--- config.mk ---
export PLATFORM = sky130hd
export DESIGN_NAME = tkss_cell
export DESIGN_NICKNAME = d
export VERILOG_FILES = /design/src/sv/tkss_pkg.sv /design/src/sv/tkss_cell.sv
export SDC_FILE = /design/constraint.sdc
export NUM_CORES = 1
export LEC_CHECK = 0
export ABC_AREA = 1
export ABC_CLOCK_PERIOD_IN_PS = 3720
export BUFFER_PORTS_ARGS = -buffer_cell sky130_fd_sc_hd__buf_2
export CORE_AREA = 8 8 117 119
export CTS_BUF_LIST = sky130_fd_sc_hd__clkbuf_4
export DETAILED_ROUTE_END_ITERATION = 10
export DIE_AREA = 0 0 125 127
export PLACE_DENSITY_LB_ADDON = 0.12
export SLEW_MARGIN = 0
export SYNTH_ARGS = -nofsm -noshare
export SYNTH_HDL_FRONTEND = slang
export SYNTH_SLANG_ARGS = --single-unit
--- constraint.sdc ---
create_clock -name clk -period 3.72 [get_ports clk]
set_input_delay 0.558 -clock clk [delete_from_list [all_inputs] [get_ports clk]]
set_output_delay 0.558 -clock clk [all_outputs]
set_load 0.01 [all_outputs]
--- src/sv/tkss_pkg.sv ---
`timescale 1ns / 1ps
package tkss_pkg;

  localparam int SCORE_W = 32;
  localparam int DOC_W   = 32;
  localparam int CMD_W   = 2;
  localparam int KEEP_W  = 11;
  localparam int ENT_W   = 11;
  localparam int DATA_W  = 32;
  localparam int ADDR_W  = 3;

  localparam logic [CMD_W-1:0] CMD_INSERT = 2'd0;
  localparam logic [CMD_W-1:0] CMD_POP    = 2'd1;
  localparam logic [CMD_W-1:0] CMD_CLEAR  = 2'd2;

  localparam logic REG_KEEP_COUNT = 1'b0;

  localparam logic [KEEP_W-1:0] KEEP_RESET = 11'd1000;

  typedef struct packed {
    logic signed [SCORE_W-1:0] score;
    logic [DOC_W-1:0]          doc;
  } entry_t;

  typedef enum logic [1:0] {
    OP_HOLD,
    OP_INS,
    OP_REP,
    OP_POP
  } cell_op_t;

  typedef struct packed {
    cell_op_t op;
    entry_t   item;
  } cell_ctl_t;

  // a ranks nearer the minimum than b
  function automatic logic ranks_below(entry_t a, entry_t b);
    logic res;
    if (a.score != b.score) begin
      res = a.score < b.score;
    end else begin
      res = a.doc < b.doc;
    end
    return res;
  endfunction

endpackage

--- src/sv/tkss_cell.sv ---
`timescale 1ns / 1ps
module tkss_cell
  import tkss_pkg::*;
(
  input  logic      clk,
  input  cell_ctl_t ctl,
  input  logic      occ,
  input  entry_t    left_entry,
  input  logic      left_below,
  input  entry_t    right_entry,
  input  logic      right_below,
  output entry_t    entry,
  output logic      below
);

  entry_t entry_r;
  entry_t entry_nxt;

  // incoming item sorts at or before this slot (empty slots always)
  assign below = !occ || ranks_below(ctl.item, entry_r);
  assign entry = entry_r;

  always_comb begin
    entry_nxt = entry_r;
    unique case (ctl.op)
      OP_HOLD: entry_nxt = entry_r;
      OP_INS: begin
        if (below) begin
          entry_nxt = left_below ? left_entry : ctl.item;
        end
      end
      OP_REP: begin
        if (!right_below) begin
          entry_nxt = right_entry;
        end else if (!below) begin
          entry_nxt = ctl.item;
        end
      end
      OP_POP: entry_nxt = right_entry;
      default: entry_nxt = entry_r;
    endcase
  end

  always_ff @(posedge clk) begin
    entry_r <= entry_nxt;
  end

endmodule

==> qor.csv <==
metric;value;unit
Clock Skew;0.01604;ns
routability cong.;0.8226;
via count;6333;
die area;15880;µm²
ANT nets after route;0;
global-route total usage across every layer;25.07;%
Max clock buf depth;2;
Final Hold Vio Count;0;
final setup fails;0;
layout cell share with drive strength beyond 1;30.50;%
CP Class;flop to output port;
core area;11810;µm²
Peak supply drop;0.2265;mV
hold path depth;3;
Seq. cell area;1922;µm²
final worst-path cycle share;72.32;%
leading cell type by number of instances after synthesis;nand2_1;
first-pass GRT wire length;32400;µm
setup total negative slack;0;ns
number of gates resized after cts;0;
die height;127;µm
Pre-antenna DRT Iters;6;
Syn Inst Count;755;
max_cap viols;0;
slew margin rel.;37.08;%
Final Instance Area;7411;µm²
vias in the first global route;6366;
CTS tree;done;
Cell variety after synth;30;
H-tree depth;3;
Clock transition at path regs;0.12;ns
ys async rst share;0;%
Synth Net Count;1016;
commonest cells in the netlist;nand2_1 (121), nor2_1 (116), o21ai_0 (103);
sequential fraction of the synthesis area;32.95;%
startpoint type of the worst setup path;flop;
Port Buffers;262;
gr ovfl total;0;
Max Fclk;0.3717;GHz
WL final;20410;µm
CTS sink cnt;64;
syn_area_per_cell;7.724;µm²
antenna violations before repair;4;
placed inst area;7223;µm²
pins over their slew limit;0;
Tmin final;2.690;ns
Skew-Pair Late Insertion Delay;0.40;ns
Min-Delay Path Class;primary input to flop;
CP arrival;2.13;ns
worst-case reg-to-reg path depth;15;
Die Wd;125;µm
Final HPWL DP;15450;µm
crit end category;output port;
Pwr Density;333.2;nW/µm²
Iter 0 DRT Violations;470;
io pins;263;
outcome;completed;
Ys Warns;0;
max FFs per register;64;
postcts setup bufs;0;
unrepaired setup endpoints after global routing;false;
fill count;1131;
Required @ worst endpoint;3.16;ns
Synth-to-Final Area Change;27.08;%
P_leak;3.663;nW
Post-route DRC;0;
Nets;1256;
post-synthesis cell area;5832;µm²
area occupied by multi-input gates;3381;µm²
Worst Tran Pin Value;0.9428;ns
Synth area leader;edfxtp_1;
WL per Instance;17.76;µm
Rows;40;
area fraction of the dominant cell type after synthesis;32.95;%
hold_buf cts;0;
clock root cell;clkbuf_4;
largest net degree at the start of global routing;64;
CP max FO;3;
initial core utilization;49.37;%
ys flop type;edfxtp_1;
number of synthesized register bits;64;
CTS buffer count;9;
ranking of synthesized cells by area;edfxtp_1 (33%), ha_1 (14%), o221ai_1 (9.5%);
DR vias/cell;5.512;
EDFF count, synth;64;
-- stage by stage --
step | utilization, % | cells | hold WS (ns) | setup WS [ns] | total power, mW
global route | 62.74 | 1149 | 0.4291 | 0.7767 | 2.646
CTS | 62.70 | 1147 | 0.4137 | 0.9929 | 2.491
finish | 62.74 | 1149 | 0.4512 | 1.030 | 2.469
detailed placement | 61.15 | 1131 | 0.8618 | 0.7970 | 1.876
global placement | 61.15 | 1131 | 0.8567 | 0.8140 | 1.865
floorplan | - | 755 | 0.7566 | 0.2183 | 1.498
-- metal layers --
metal,global-route usage [%],up-vias,share of wire (%)
li1,-,3137,-
met1,30.39,2864,42
met2,41.77,291,47
met3,6.780,37,9.0
met4,9.670,4,2.4
met5,0,-,0.11
-- final timing paths --
kind | from | endpoint | slack [ns]
worst max-delay path | entry[63]$_DFFE_PP_ | below | 1.03
worst min-delay path | right_entry[22] | entry[22]$_DFFE_PP_ | 0.45
worst max register to register | entry[63]$_DFFE_PP_ | entry[54]$_DFFE_PP_ | 1.10
worst min register to register | entry[63]$_DFFE_PP_ | entry[38]$_DFFE_PP_ | 1.38
-- power breakdown --
part / total, mW / internal (mW) / switching [mW]
combinational: 0.880 / 0.358 / 0.523
sequential: 0.976 / 0.925 / 0.0505
clock: 0.613 / 0.346 / 0.267
-- critical path, stage by stage (launching register included) --
cell and delay [ns]:
edfxtp_1 0.36, inv_1 0.05, ha_1 0.29, inv_1 0.08
nor3_4 0.19, nand2_2 0.09, inv_1 0.08, nand3_1 0.09
nor2_1 0.14, nand3_1 0.11, nand3_2 0.10, buf_2 0.16
-- cells by family after synthesis --
group,after synthesis,share of synthesized area (%)
and+or+nand+nor,267,18.77
AOI/OAI and AO/OA,208,22.12
buffers and inverters,133,9.204
DFF,64,32.95
adders and majority gates,63,13.52
muxes,20,3.433
-- cell type report --
| cell class | count | share of cell area (%) |
|---|---|---|
| Inverter | 90 | 4.558 |
| Sequential cell | 64 | 25.93 |
| Antenna cell | 2 | 0.06753 |
| Timing Repair Buffer | 272 | 18.88 |
| Tap cell | 147 | 2.482 |
| Clock buffer | 10 | 1.013 |
| Multi-Input combinational cell | 558 | 45.62 |
| Clock inverter | 6 | 1.452 |
-- layout by cell type (no fill, tap or decap), drive strengths merged --
| cell | n |
|---|---|
| clkbuf | 10 |
| diode | 2 |
| and3 | 1 |
| o21ai | 109 |
| a21o | 1 |
| edfxtp | 64 |
| nor3 | 2 |
| nor4 | 1 |
| nand3 | 15 |
| buf | 272 |
| o21a | 3 |
| nand2 | 123 |
| o221ai | 63 |
| bufinv | 3 |
| a21oi | 31 |
| clkinv | 3 |
| mux2i | 20 |
| nor2 | 121 |
| clkinvlp | 1 |
| ha | 63 |
| o211ai | 1 |
| nand4 | 4 |
| inv | 89 |
Power figures use the tool's default switching activity.
